[src/hdl/itoa_pkg.sv]
// Shared types, character codes and digit lookup for the integer to ASCII block.
// Used by itoa_divider and integer_to_ascii_digits; depends on nothing else.
`timescale 1ns / 1ps
`default_nettype none

package itoa_pkg;

   // Field widths fixed by the interface
   localparam int RADIX_BITS = 5;
   localparam int DIGIT_BITS = 4;
   localparam int CHAR_BITS  = 7;

   // Number bases
   localparam logic [RADIX_BITS-1:0] DEC_BASE  = 5'd10;
   localparam logic [RADIX_BITS-1:0] RADIX_MIN = 5'd2;
   localparam logic [RADIX_BITS-1:0] RADIX_MAX = 5'd16;

   // Conversion modes
   localparam logic MODE_SIGNED_DEC = 1'b0;
   localparam logic MODE_UNSIGNED   = 1'b1;

   // ASCII codes
   localparam logic [CHAR_BITS-1:0] CH_ZERO  = 7'h30;
   localparam logic [CHAR_BITS-1:0] CH_MINUS = 7'h2D;
   localparam logic [CHAR_BITS-1:0] CH_QUEST = 7'h3F;
   localparam logic [CHAR_BITS-1:0] CH_UPPER_A = 7'h41;

   // Sequencer states, one-hot
   typedef enum logic [4:0] {
      S_IDLE = 5'b00001,
      S_DIV  = 5'b00010,
      S_READ = 5'b00100,
      S_WAIT = 5'b01000,
      S_SHOW = 5'b10000
   } state_type;

   // Map a digit value 0..15 onto '0'-'9', 'A'-'F'
   function automatic logic [CHAR_BITS-1:0] digit_char(input logic [DIGIT_BITS-1:0] d);
      logic [CHAR_BITS-1:0] ch;
      if (d < 4'd10) begin
         ch = CH_ZERO + {3'b000, d};
      end else begin
         ch = CH_UPPER_A + {3'b000, d - 4'd10};
      end
      return ch;
   endfunction

endpackage

`default_nettype wire

[src/hdl/itoa_divider.sv]
// Bit-serial restoring divider: one quotient bit per cycle, small divisor.
// Depends on itoa_pkg for the divisor and remainder widths.
`timescale 1ns / 1ps
`default_nettype none

module itoa_divider #(
   parameter int VALUE_BITS = 32
) (
   input  wire logic                               clock,
   input  wire logic                               reset,
   input  wire logic                               start,
   input  wire logic [VALUE_BITS-1:0]              dividend,
   input  wire logic [itoa_pkg::RADIX_BITS-1:0]    divisor,
   output logic                                    done,
   output logic [VALUE_BITS-1:0]                   quotient,
   output logic [itoa_pkg::DIGIT_BITS-1:0]         remainder
);

   localparam int SW = (VALUE_BITS > 1) ? $clog2(VALUE_BITS) : 1;

   logic                                busy_ff, busy_in;
   logic                                done_ff, done_in;
   logic [SW-1:0]                       cnt_ff, cnt_in;
   logic [VALUE_BITS-1:0]               quo_ff, quo_in;
   logic [itoa_pkg::DIGIT_BITS-1:0]     rem_ff, rem_in;
   logic [itoa_pkg::RADIX_BITS-1:0]     div_ff, div_in;
   logic [itoa_pkg::RADIX_BITS-1:0]     trial;
   logic [itoa_pkg::RADIX_BITS-1:0]     trial_sub;
   logic                                qbit;

   // Shift in the next dividend bit and try the subtract
   always_comb begin
      trial     = {rem_ff, quo_ff[VALUE_BITS-1]};
      qbit      = (trial >= div_ff);
      trial_sub = qbit ? (trial - div_ff) : trial;
   end

   // Load on start, then step once per cycle until all bits are done
   always_comb begin
      busy_in = busy_ff;
      done_in = 1'b0;
      cnt_in  = cnt_ff;
      quo_in  = quo_ff;
      rem_in  = rem_ff;
      div_in  = div_ff;
      if (busy_ff) begin
         quo_in = {quo_ff[VALUE_BITS-2:0], qbit};
         rem_in = trial_sub[itoa_pkg::DIGIT_BITS-1:0];
         cnt_in = cnt_ff - SW'(1);
         if (cnt_ff == '0) begin
            busy_in = 1'b0;
            done_in = 1'b1;
         end
      end else if (start) begin
         busy_in = 1'b1;
         cnt_in  = SW'(VALUE_BITS - 1);
         quo_in  = dividend;
         rem_in  = '0;
         div_in  = divisor;
      end
   end

   always_ff @(posedge clock) begin
      if (reset) begin
         busy_ff <= 1'b0;
         done_ff <= 1'b0;
      end else begin
         busy_ff <= busy_in;
         done_ff <= done_in;
      end
      cnt_ff <= cnt_in;
      quo_ff <= quo_in;
      rem_ff <= rem_in;
      div_ff <= div_in;
   end

   assign done      = done_ff;
   assign quotient  = quo_ff;
   assign remainder = rem_ff;

   // Remainder always ends below the divisor
   a_rem_range: assert property (@(posedge clock) disable iff (reset)
      done_ff |-> ({1'b0, rem_ff} < div_ff))
      else $error("divider remainder not below divisor");

   // Completion frees the unit
   a_done_idle: assert property (@(posedge clock) disable iff (reset)
      done_ff |-> !busy_ff)
      else $error("divider busy while reporting done");

   // A start on an idle unit begins a division
   a_start_busy: assert property (@(posedge clock) disable iff (reset)
      (start && !busy_ff) |=> busy_ff)
      else $error("divider did not start");

endmodule

`default_nettype wire

[src/hdl/integer_to_ascii_digits.sv]
// Top level of the integer to ASCII digit stream: sequencer, digit stack, output register.
// Depends on itoa_pkg and itoa_divider.
`timescale 1ns / 1ps
`default_nettype none

// Converts one VALUE_BITS-wide integer per transfer into ASCII characters, most
// significant first, one character per rsp transfer with rsp_last on the final one.
// Mode 0 shows the value as signed decimal with a leading '-'; mode 1 shows it
// unsigned in base 2..16 with digits 0-9, A-F; a bad base gives one '?' with
// rsp_bad_radix set. A single bit-serial divider produces the digits one at a time,
// least significant first, onto a digit stack that is read back in reverse; each
// character is held while rsp_stall is high. req_stall stays high from the accepted
// transfer until the last character is taken.
module integer_to_ascii_digits #(
   parameter int VALUE_BITS = 32
) (
   input  wire logic                                clock,
   input  wire logic                                reset,
   input  wire logic                                req_valid,
   output logic                                     req_stall,
   input  wire logic                                req_mode,
   input  wire logic [VALUE_BITS-1:0]               req_value,
   input  wire logic [itoa_pkg::RADIX_BITS-1:0]     req_radix,
   output logic                                     rsp_valid,
   input  wire logic                                rsp_stall,
   output logic [itoa_pkg::CHAR_BITS-1:0]           rsp_char_out,
   output logic                                     rsp_last,
   output logic                                     rsp_bad_radix
);

   localparam int AW = (VALUE_BITS > 1) ? $clog2(VALUE_BITS) : 1;
   localparam int CW = $clog2(VALUE_BITS + 1);

   itoa_pkg::state_type                  state_ff, state_in;
   logic [CW-1:0]                        cnt_ff, cnt_in;
   logic                                 neg_ff, neg_in;
   logic [itoa_pkg::RADIX_BITS-1:0]      base_ff, base_in;
   logic                                 rsp_valid_ff, rsp_valid_in;
   logic [itoa_pkg::CHAR_BITS-1:0]       rsp_char_ff, rsp_char_in;
   logic                                 rsp_last_ff, rsp_last_in;
   logic                                 rsp_bad_ff, rsp_bad_in;

   logic [itoa_pkg::DIGIT_BITS-1:0]      mem [VALUE_BITS];
   logic [itoa_pkg::DIGIT_BITS-1:0]      rd_data_ff;
   logic [CW-1:0]                        cnt_m1;
   logic                                 wr_en;

   logic                                 req_xfer;
   logic                                 rsp_xfer;
   logic                                 in_neg;
   logic                                 in_bad;
   logic [VALUE_BITS-1:0]                in_mag;
   logic [itoa_pkg::RADIX_BITS-1:0]      in_base;

   logic                                 div_start;
   logic [VALUE_BITS-1:0]                div_dividend;
   logic [itoa_pkg::RADIX_BITS-1:0]      div_divisor;
   logic                                 div_done;
   logic [VALUE_BITS-1:0]                div_quo;
   logic [itoa_pkg::DIGIT_BITS-1:0]      div_rem;

   assign req_stall = (state_ff != itoa_pkg::S_IDLE);
   assign req_xfer  = req_valid && !req_stall;
   assign rsp_xfer  = rsp_valid_ff && !rsp_stall;
   assign cnt_m1    = cnt_ff - CW'(1);

   // Decode the incoming item: sign, magnitude and base
   always_comb begin
      in_neg  = (req_mode == itoa_pkg::MODE_SIGNED_DEC) && req_value[VALUE_BITS-1];
      in_mag  = in_neg ? (~req_value + VALUE_BITS'(1)) : req_value;
      in_base = (req_mode == itoa_pkg::MODE_SIGNED_DEC) ? itoa_pkg::DEC_BASE : req_radix;
      in_bad  = (req_mode == itoa_pkg::MODE_UNSIGNED) &&
                ((req_radix < itoa_pkg::RADIX_MIN) || (req_radix > itoa_pkg::RADIX_MAX));
   end

   // Start the divider on a new item, restart it while the quotient is nonzero
   assign div_start    = (req_xfer && !in_bad) ||
                         ((state_ff == itoa_pkg::S_DIV) && div_done && (div_quo != '0));
   assign div_dividend = (state_ff == itoa_pkg::S_IDLE) ? in_mag : div_quo;
   assign wr_en        = (state_ff == itoa_pkg::S_DIV) && div_done;

   // Take the base from the new item, then keep the held base for every restart
   assign div_divisor  = (state_ff == itoa_pkg::S_IDLE) ? in_base : base_ff;

   itoa_divider #(
      .VALUE_BITS (VALUE_BITS)
   ) u_div (
      .clock     (clock),
      .reset     (reset),
      .start     (div_start),
      .dividend  (div_dividend),
      .divisor   (div_divisor),
      .done      (div_done),
      .quotient  (div_quo),
      .remainder (div_rem)
   );

   // Digit stack: push remainders, read back in reverse order
   always_ff @(posedge clock) begin
      if (wr_en) begin
         mem[cnt_ff[AW-1:0]] <= div_rem;
      end
      rd_data_ff <= mem[cnt_m1[AW-1:0]];
   end

   // Sequencer: divide, then unload the stack one character at a time
   always_comb begin
      state_in     = state_ff;
      cnt_in       = cnt_ff;
      neg_in       = neg_ff;
      base_in      = base_ff;
      rsp_valid_in = rsp_valid_ff;
      rsp_char_in  = rsp_char_ff;
      rsp_last_in  = rsp_last_ff;
      rsp_bad_in   = rsp_bad_ff;
      case (state_ff)
         itoa_pkg::S_IDLE: begin
            if (req_xfer) begin
               cnt_in  = '0;
               neg_in  = in_neg;
               base_in = in_base;
               if (in_bad) begin
                  rsp_valid_in = 1'b1;
                  rsp_char_in  = itoa_pkg::CH_QUEST;
                  rsp_last_in  = 1'b1;
                  rsp_bad_in   = 1'b1;
                  state_in     = itoa_pkg::S_SHOW;
               end else begin
                  state_in = itoa_pkg::S_DIV;
               end
            end
         end
         itoa_pkg::S_DIV: begin
            if (div_done) begin
               cnt_in = cnt_ff + CW'(1);
               if (div_quo == '0) begin
                  if (neg_ff) begin
                     rsp_valid_in = 1'b1;
                     rsp_char_in  = itoa_pkg::CH_MINUS;
                     rsp_last_in  = 1'b0;
                     rsp_bad_in   = 1'b0;
                     state_in     = itoa_pkg::S_SHOW;
                  end else begin
                     state_in = itoa_pkg::S_READ;
                  end
               end
            end
         end
         itoa_pkg::S_READ: begin
            cnt_in   = cnt_m1;
            state_in = itoa_pkg::S_WAIT;
         end
         itoa_pkg::S_WAIT: begin
            rsp_valid_in = 1'b1;
            rsp_char_in  = itoa_pkg::digit_char(rd_data_ff);
            rsp_last_in  = (cnt_ff == '0);
            rsp_bad_in   = 1'b0;
            state_in     = itoa_pkg::S_SHOW;
         end
         itoa_pkg::S_SHOW: begin
            if (rsp_xfer) begin
               rsp_valid_in = 1'b0;
               state_in     = rsp_last_ff ? itoa_pkg::S_IDLE : itoa_pkg::S_READ;
            end
         end
         default: begin
            state_in     = itoa_pkg::S_IDLE;
            rsp_valid_in = 1'b0;
         end
      endcase
   end

   always_ff @(posedge clock) begin
      if (reset) begin
         state_ff     <= itoa_pkg::S_IDLE;
         rsp_valid_ff <= 1'b0;
      end else begin
         state_ff     <= state_in;
         rsp_valid_ff <= rsp_valid_in;
      end
      cnt_ff      <= cnt_in;
      neg_ff      <= neg_in;
      base_ff     <= base_in;
      rsp_char_ff <= rsp_char_in;
      rsp_last_ff <= rsp_last_in;
      rsp_bad_ff  <= rsp_bad_in;
   end

   assign rsp_valid     = rsp_valid_ff;
   assign rsp_char_out  = rsp_char_ff;
   assign rsp_last      = rsp_last_ff;
   assign rsp_bad_radix = rsp_bad_ff;

   // A result is offered only from the show state
   a_valid_show: assert property (@(posedge clock) disable iff (reset)
      rsp_valid_ff |-> (state_ff == itoa_pkg::S_SHOW))
      else $error("result offered outside show state");

   // The error result is a lone final '?'
   a_bad_form: assert property (@(posedge clock) disable iff (reset)
      (rsp_valid_ff && rsp_bad_ff) |-> (rsp_last_ff && (rsp_char_ff == itoa_pkg::CH_QUEST)))
      else $error("malformed bad radix result");

   // Divider completions arrive only while dividing
   a_done_div: assert property (@(posedge clock) disable iff (reset)
      div_done |-> (state_ff == itoa_pkg::S_DIV))
      else $error("divider done outside divide state");

   // Finishing the last character returns to idle
   a_last_idle: assert property (@(posedge clock) disable iff (reset)
      (rsp_xfer && rsp_last_ff) |=> (state_ff == itoa_pkg::S_IDLE))
      else $error("sequencer did not return to idle");

endmodule

`default_nettype wire

[config.mk]
export PLATFORM = sky130hd
export DESIGN_NAME = integer_to_ascii_digits
export DESIGN_NICKNAME = d
export VERILOG_FILES = /design/src/hdl/itoa_pkg.sv /design/src/hdl/itoa_divider.sv /design/src/hdl/integer_to_ascii_digits.sv
export SDC_FILE = /design/constraint.sdc
export NUM_CORES = 1
export LEC_CHECK = 0
export BUFFER_PORTS_ARGS = -buffer_cell sky130_fd_sc_hd__buf_2
export CAP_MARGIN = 20
export CORE_UTILIZATION = 35
export CTS_BUF_LIST = sky130_fd_sc_hd__clkbuf_4
export CTS_CLUSTER_SIZE = 16
export DETAILED_ROUTE_END_ITERATION = 7
export GPL_TIMING_DRIVEN = 1
export PLACE_DENSITY = 0.47
export SLEW_MARGIN = 20
export SYNTH_ARGS = -nofsm -noshare
export SYNTH_HDL_FRONTEND = slang
export SYNTH_SLANG_ARGS = --single-unit
[constraint.sdc]
create_clock -name clock -period 6.8 [get_ports clock]
set_clock_uncertainty 0.05 [all_clocks]
set_input_delay 2.04 -clock clock [delete_from_list [all_inputs] [get_ports clock]]
set_output_delay 2.04 -clock clock [all_outputs]
set_load 0.01 [all_outputs]
[Word-level counts from Yosys, hierarchy flattened]
Memory sizes are Yosys's and may differ from the RTL's. A register that Yosys moved wholly into a read port is not among the register bits.
Index checks and enable logic that the tools add are counted.
Cells by class
  $add $sub $neg: 8
  order comparisons: 4
  equality and inequality tests: 12
  multiplexer cells: 47
  bitwise gates (word level): 4
  reductions and logical operators: 28
Operator list (count)
  2-to-1 mux 32 bit: 4
  2-to-1 mux 5 bit: 10
  2-to-1 mux 7 bit: 6
  adder 32 x 1 -> 32 bit (second input constant): 1
  logical NOT 32 bit: 1
  NOT 32 bit: 1
  nonzero test 32 bit: 1
  case mux 5 bit (5 select lines): 1
  case mux 7 bit (3 select lines): 1
  case mux 6 bit (3 select lines): 1
  2-to-1 mux 1 bit: 15
  2-to-1 mux 4 bit: 3
  2-to-1 mux 6 bit: 2
  inequality test 2 bit (second input constant): 4
  adder 6 x 4 -> 7 bit (first input constant): 1
  adder 7 x 4 -> 7 bit (first input constant): 1
  logical AND 1 bit: 7
  AND reduction 7 bit: 1
  adder 6 x 1 -> 6 bit (second input constant): 1
  logical NOT 6 bit: 1
  case mux 1 bit (3 select lines): 2
  AND reduction 2 bit: 3
  AND reduction 6 bit: 1
  nonzero test 3 bit: 2
  25 further kinds: 32
Storage, ports and cells
  register bits: 75
  memory bits (writable): 128
  output and inout bits: 11
  memories: 1
Memory list
  mem: words 32, width 4, rd ports 1, clocked after memory_dff 1, write ports 1, line integer_to_ascii_digits.sv:43  | logic [itoa_pkg::DIGIT_BITS-1:0] mem [VALUE_BITS];

[Longest topological paths before layout]
Gate-level depths: netlist of run 1.
  word-level depth: 8
  depth in mapped cells: 10
  gate-level depth less buffers: 7

[By module]
From an unflattened synthesis of run 1, not the netlist that was laid out.
Second synthesis, totals
  cell total of the unflattened synthesis: 782
  area total of the unflattened synthesis: 10179.8 um^2
Modules (own cells, without submodules)
  integer_to_ascii_digits: times used 1, cells an instance 639, area an instance 7971.4 um^2, seq. area each 4674.5 um^2
  itoa_divider: times used 1, cells an instance 143, area an instance 2208.4 um^2, seq. area each 1421.4 um^2

[Worst setup path before layout of run 1]
OpenSTA, ideal clock, no wires.
  kind: input to register
  start: in req_value[16]
  end: reg u_div.quo_ff[28] (netlist: u_div.quotient[28]) (data pin)
  data arrival time: 3562 ps
  setup slack: 2928 ps
  cell stages on the path: 5
  path buffers: 0
  cell sequence: or4_4 nor4_4 a311oi_1 or2_0 a221o_1
Between the ends
  longest elaborated chain between the ends: 6
RTL lines
  start: declaration: line integer_to_ascii_digits.sv:22  | input wire logic [VALUE_BITS-1:0] req_value,
  NOT 32 bit: line integer_to_ascii_digits.sv:70  | in_mag = in_neg ? (~req_value + VALUE_BITS'(1)) : req_value;
  adder 32 x 1 -> 32 bit: line integer_to_ascii_digits.sv:70
  2-to-1 mux 32 bit: line integer_to_ascii_digits.sv:70
  2-to-1 mux 32 bit: line integer_to_ascii_digits.sv:79  | assign div_dividend = (state_ff == itoa_pkg::S_IDLE) ? in_mag : div_quo;
  2-to-1 mux 32 bit: line itoa_divider.sv:54  | end else if (start) begin
  2-to-1 mux 32 bit: line itoa_divider.sv:46  | if (busy_ff) begin
  net u_div.quo_in[28]: line itoa_divider.sv:24  | logic [VALUE_BITS-1:0] quo_ff, quo_in;
  end signal: assignment: line itoa_divider.sv:72  | quo_ff <= quo_in;
  end: declaration: line itoa_divider.sv:24
The timed path passes the listed nets, and every way through them passes these cells. The select of a mux whose other input is x is not followed.
A chain may end at the register's enable or synchronous reset.

[Final worst setup path of run 1]
  start: reg state_ff[2]
  end: out req_stall
Between the ends
  longest elaborated chain between the ends: 1
RTL lines
  start: declaration: line integer_to_ascii_digits.sv:34  | itoa_pkg::state_type state_ff, state_in;
  start signal: assignment: line integer_to_ascii_digits.sv:175  | state_ff <= itoa_pkg::S_IDLE;
  start signal: assignment: line integer_to_ascii_digits.sv:178  | state_ff <= state_in;
  inequality test 5 x 1 -> 1 bit: line integer_to_ascii_digits.sv:62  | assign req_stall = (state_ff != itoa_pkg::S_IDLE);
  end: declaration: line integer_to_ascii_digits.sv:20  | output logic req_stall,
Every way passes these cells.

==> flow_metrics.env, run 1 <==
export IMPL_synth_compound_area_share_pct=8.38
export IMPL_die_h_um=169
export IMPL_final_common_cell="edfxtp_1"
export IMPL_power_density_mw_per_mm2=408
export IMPL_synthAdderAreaFrac_pct=2.12
export IMPL_slew_viol_final=0
export IMPL_cts_sinks=207
export IMPL_cts_inserted_buffers=56
export IMPL_drt_initial_drc_count=427
export IMPL_syn_area_mm2=0.00977
export IMPL_ys_ff_latch=207
export IMPL_initial_core_util_pct=36.0
export IMPL_clk_pin_slew_worst_paths_ns=0.06
export IMPL_reg2reg_to="u_div.quotient[8]"
export IMPL_h_tree_depth=2
export IMPL_syn2layout_area_growth_pct=14.0
export IMPL_grt_max_degree=73
export IMPL_syn_inst=713
export IMPL_wl_um=21400
export IMPL_nFillCells=2655
export IMPL_grtUsageTotal_pct=15.6
export IMPL_io_buffers=52
export IMPL_dr_pass1_iters=5
export IMPL_gp_congestion=0.805
export IMPL_final_cells=1214
export IMPL_fp_coreArea_mm2=0.0272
export IMPL_r2r_start="state_ff[2]"
export IMPL_worstSetupPathType="reg2out"
export IMPL_slew_headroom_pct=27.2
export IMPL_drive_above_1_share_pct=25.4
export IMPL_grt_pass1_vias=6382
export IMPL_ir_drop_mv=0.179
export IMPL_dp_hpwl_um=14300
export IMPL_rows=60
export IMPL_cts_buffer_depth=3
export IMPL_p_leak_nw=3.72
export IMPL_reg2reg_depth=6
export IMPL_worstHoldPathType="reg2reg"
export IMPL_ant_nets=0
export IMPL_arrival_ns=2.24
export IMPL_r2r_slack_ns=3.36
export IMPL_hold_violations=0
export IMPL_die_x_um=169
export IMPL_final_core_util_pct=41.0
export IMPL_final_cell_mix="195 x edfxtp_1, 85 x clkbuf_4, 59 x nor2_1"
export IMPL_avgViaCountPerCell=5.15
export IMPL_drc=0
export IMPL_synth_fp_nets=771
export IMPL_setup_viol_count_final=0
export IMPL_dieArea_mm2=0.0286
export IMPL_grt_pass1_wl_um=34600
export IMPL_worst_slew_pin_slew_ns=1.08
export IMPL_synth_top_family_by_area="simple AND/OR/NAND/NOR gates"
export IMPL_grt_ovfl_total=0
export IMPL_end_kind="primary output"
export IMPL_clockRootBuffer="clkbuf_4"
export IMPL_status="completed"
export IMPL_fmax_mhz=231
export IMPL_ios=53
export IMPL_synthFlopType="edfxtp_1"
export IMPL_avgRoutedWirePerCell_um=17.6
export IMPL_insertion_delay_ns=0.65
export IMPL_yosysUniqueCellTypes=67
export IMPL_ys_seq_area_share_pct=62.4
export IMPL_tns_ns=0
export IMPL_ctsResizeCount=0
export IMPL_startpoint_type="register"
export IMPL_startpoint="state_ff[2]"
export IMPL_synth_edff_count=195
export IMPL_antenna_found_initial=1
export IMPL_drv_cap=0
export IMPL_period_share_pct=63.7
export IMPL_synth_simple_area_share_pct=10.6
export IMPL_ys_warn_count=0
export IMPL_synthXorXnorAreaFrac_pct=3.23
export IMPL_async_reset_ff_share_pct=0
export IMPL_cp_required_ns=4.71
export IMPL_via_count=6248
export IMPL_final_net_count=860
export IMPL_worstPathMaxFanout=14
export IMPL_hold_buffers=0
export IMPL_min_path_cells=2
export IMPL_post_cts_buffers=0
export IMPL_muxShareOfSynthArea_pct=10.2
export IMPL_syn_mean_instance_area_um2=13.7
export IMPL_crit_path_end="req_stall"
export IMPL_post_route_min_period_ns=4.33
export IMPL_rsz0062_at_grt="no"
export IMPL_tritoncts="done"
export IMPL_dp_cells=1114
## worst max-delay path, cell delays in order, from the launching register on
cell	delay (ns)
dfxtp_1	0.35
nor3_1	0.40
nand3_1	0.53
buf_2	0.33
## cell type report
class	instances	area [um2]	share of cell area [%]
multi-input cells	443	3390	30.4
well taps	372	465	4.18
flip-flops and latches	207	6100	54.7
clock buffers	85	638	5.73
inverters	32	120	1.08
clock inverters	12	72.6	0.651
repair buffers	62	358	3.21
diodes	1	2.50	0.0225
## synth_stat cells (all sizes together) (3+ instances only)
master,n,area share (%)
ha,15,1.9
nor4,16,1.4
buf,10,0.68
o211ai,3,0.23
nor3,16,0.82
mux2i,10,1.0
a21oi,27,1.4
a221oi,6,0.54
nand2,54,2.1
dfxtp,12,2.5
clkbuf,21,1.1
a41oi,4,0.36
a31oi,7,0.45
nand4,3,0.19
edfxtp,195,60
and3,6,0.41
nand3b,4,0.31
o21ai,40,2.0
o31ai,7,0.54
xor2,12,1.1
nand2b,3,0.19
o22ai,7,0.45
nor2,59,2.3
xnor2,24,2.2
mux2,16,1.8
nor2b,6,0.38
or2,4,0.26
and2,7,0.45
nor3b,4,0.41
o22a,3,0.27
inv,31,1.2
mux4,32,7.4
nand3,17,0.87
a311oi,3,0.27
## state kept, by name, summed over array words and instances (netlist names)
register and count:
rsp_char_out 7, base_ff 5, u_div.busy_ff 1, rsp_bad_radix 1, rsp_last 1, mem 128, u_div.done 1, u_div.div_ff 5
rsp_valid 1, u_div.cnt_ff 5, state_ff 5, cnt_ff 6, u_div.remainder 4, u_div.quotient 32, neg_ff 1, rd_data_ff 4
## logic make-up (layout without fill, tap and decap cells)
| group | count (synthesis) | after routing |
|---|---|---|
| multiplexers | 58 | 58 |
| buffers and inverters | 63 | 191 |
| other | 0 | 1 |
| AND/OR/NAND/NOR | 206 | 206 |
| XOR/XNOR | 36 | 36 |
| AO/OA/AOI/OAI | 127 | 127 |
| adder cells (fa/ha/maj) | 16 | 16 |
| flip-flops | 207 | 207 |
## per-stage QoR
step	setup slack (ns)	area, um2	power, mW	hold WS (ns)
finish	2.47	11100	4.55	0.478
global route	2.22	11100	4.85	0.502
CTS	2.41	11100	4.61	0.473
detailed placement	2.54	10400	3.50	0.460
global placement	2.58	10400	3.45	0.459
floorplan	2.93	9770	3.01	0.467
## where the power goes
| part | internal (mW) | switching, mW |
|---|---|---|
| Clock | 0.602 | 0.491 |
| Sequential | 1.73 | 0.141 |
| Combinational | 0.641 | 0.945 |
| Total | 2.97 | 1.58 |
## routing by layer
layer	share of wire, %	track usage (%)	vias to the layer above
met3	5.1	3.37	31
met1	44	20.3	3065
met4	1.5	4.82	0
met5	0	0	-
li1	-	-	2973
met2	49	26.0	179
## worst min path at each step
stage                          from         to  slack (ns)
final                     rsp_valid  rsp_valid        0.48
after global routing      rsp_valid  rsp_valid        0.50
after CTS                 rsp_valid  rsp_valid        0.47
after detailed placement  rsp_valid  rsp_valid        0.46
after global placement    rsp_valid  rsp_valid        0.46
after floorplan           rsp_valid  rsp_valid        0.47
Power figures use the tool's default switching activity.
==> run 2, diff against run 1 <==
PLACE_DENSITY = 0.48   (was 0.47)
clock period = 3.76 ns   (was 6.8 ns; I/O delays follow)
==> flow_metrics.env, run 2 (synthesis results as in run 1) <==
export IMPL_final_cell_mix="195 x edfxtp_1, 79 x clkbuf_4, 59 x nor2_1"
export IMPL_grt_pass1_wl_um=33900
export IMPL_ir_drop_mv=0.337
export IMPL_rows=60
export IMPL_startpoint_type="register"
export IMPL_end_kind="primary output"
export IMPL_hold_buffers=0
export IMPL_path_buf_inv=1
export IMPL_clockRootBuffer="clkbuf_4"
export IMPL_drive_above_1_share_pct=26.0
export IMPL_whs_endpoint="rsp_valid"
export IMPL_final_common_cell="edfxtp_1"
export IMPL_path_delay_family="simple AND/OR/NAND/NOR gates"
export IMPL_final_area_mm2=0.0112
export IMPL_arrival_ns=1.69
export IMPL_cts_sinks=207
export IMPL_reg2reg_to="mem[26][0]"
export IMPL_rsz0062_at_grt="no"
export IMPL_ios=53
export IMPL_syn2layout_area_growth_pct=14.2
export IMPL_reg2reg_depth=4
export IMPL_cts_inserted_buffers=54
export IMPL_initial_core_util_pct=36.0
export IMPL_grt_max_degree=66
export IMPL_largest_reg_flops=128
export IMPL_h_tree_depth=2
export IMPL_r2r_start="state_ff[2]"
export IMPL_drt_initial_drc_count=369
export IMPL_post_route_min_period_ns=2.87
export IMPL_worstHoldPathType="reg2reg"
export IMPL_hold_violations=0
export IMPL_avgRoutedWirePerCell_um=17.4
export IMPL_die_h_um=169
export IMPL_crit_path_top_delay_cell="nor3_1"
export IMPL_avgViaCountPerCell=5.08
export IMPL_pre_cts_ws_ns=0.470
export IMPL_post_dp_cell_area_mm2=0.0105
export IMPL_fmax_mhz=348
export IMPL_ant_nets=0
export IMPL_worstSetupPathType="reg2out"
export IMPL_drc=0
export IMPL_dieArea_mm2=0.0286
export IMPL_ctsResizeCount=0
export IMPL_min_path_cells=2
export IMPL_final_net_count=867
export IMPL_cp_slowest_stage_delay_ns=0.39
export IMPL_p_leak_nw=3.74
export IMPL_slew_headroom_pct=43.2
export IMPL_path_cells="nor3_1, nand3_1, buf_2"
export IMPL_dr_pass1_iters=4
export IMPL_die_x_um=169
export IMPL_wl_um=21200
export IMPL_timing_final_ws_setup_ns=0.890
export IMPL_tns_ns=0
export IMPL_worstPathMaxFanout=6
export IMPL_clk_pin_slew_worst_paths_ns=0.06
export IMPL_drv_cap=0
export IMPL_fp_coreArea_mm2=0.0272
export IMPL_status="completed"
export IMPL_grtUsageTotal_pct=15.3
export IMPL_grt_ovfl_total=0
export IMPL_power_density_mw_per_mm2=733
export IMPL_slew_viol_final=0
export IMPL_period_share_pct=76.3
export IMPL_dp_hpwl_um=14500
export IMPL_post_cts_buffers=0
export IMPL_via_count=6203
export IMPL_hold_path_startpoint="rsp_valid"
export IMPL_io_buffers=52
export IMPL_gp_congestion=0.815
export IMPL_cts_buffer_depth=3
export IMPL_r2r_slack_ns=0.93
export IMPL_grt_pass1_vias=6402
export IMPL_setup_viol_count_final=0
export IMPL_cp_required_ns=2.58
export IMPL_insertion_delay_ns=0.64
export IMPL_worst_slew_pin_slew_ns=0.847
export IMPL_tritoncts="done"
export IMPL_antenna_found_initial=1
-- run 2: cell count changes in the layout (fill, tap and decap cells not counted), sizes merged --
cell / previous run / this run
clkbuf: 85 / 79
clkinv: 11 / 13
inv: 32 / 33
buf: 62 / 71
-- run 2: final cells by class --
cell class                      instances  area (um2)
Antenna cell                            1        2.50
Clock buffer                           79         593
Clock inverter                         15        86.3
Fill cell                            2606       16000
Inverter                               32         120
Multi-Input combinational cell        443        3390
Sequential cell                       207        6100
Tap cell                              372         465
Timing Repair Buffer                   71         403
-- run 2: worst max-delay path by stage --
stage                              from            endpoint  slack, ns  cells past startpoint
after floorplan           req_value[16]  u_div.quotient[28]       0.80                      5
after global placement    req_value[16]  u_div.quotient[28]       0.52                      6
after detailed placement  req_value[16]  u_div.quotient[28]       0.47                      6
after CTS                   state_ff[2]           req_stall       0.84                      3
after global routing        state_ff[2]          mem[31][2]       0.73                      4
final                       state_ff[2]           req_stall       0.89                      3
-- run 2: tightest hold or removal path, delay by kind of cell, from the launching register on --
| kind | cells | cell delay [ns] |
|---|---|---|
| AOI/OAI and AO/OA | 1 | 0.08 |
| buffers and inverters | 1 | 0.07 |
| DFF | 1 | 0.32 |
-- run 2: stage by stage --
stage / total power, mW / utilization [%] / hold slack (ns) / cells
global route: 8.71 / 41.1 / 0.513 / 1220
detailed placement: 6.36 / 38.5 / 0.460 / 1125
finish: 8.17 / 41.1 / 0.466 / 1220
floorplan: 5.44 / - / 0.467 / 713
CTS: 8.31 / 41.0 / 0.471 / 1219
global placement: 6.30 / 38.5 / 0.453 / 1125
-- run 2: per-layer routing --
layer  part of all wire, %  wire (um)  track usage [%]
met1                    45       9420             19.6
met2                    49      10400             25.9
met3                   4.9       1030             3.34
met4                   1.7        358             4.78
met5                     0          0                0
-- run 2: power by group --
part           switching [mW]  leakage [nW]  internal [mW]  total [mW]
logic                    1.72          1.47           1.19        2.91
clock network           0.879         0.412           1.03        1.91
registers               0.230          1.86           3.12        3.35
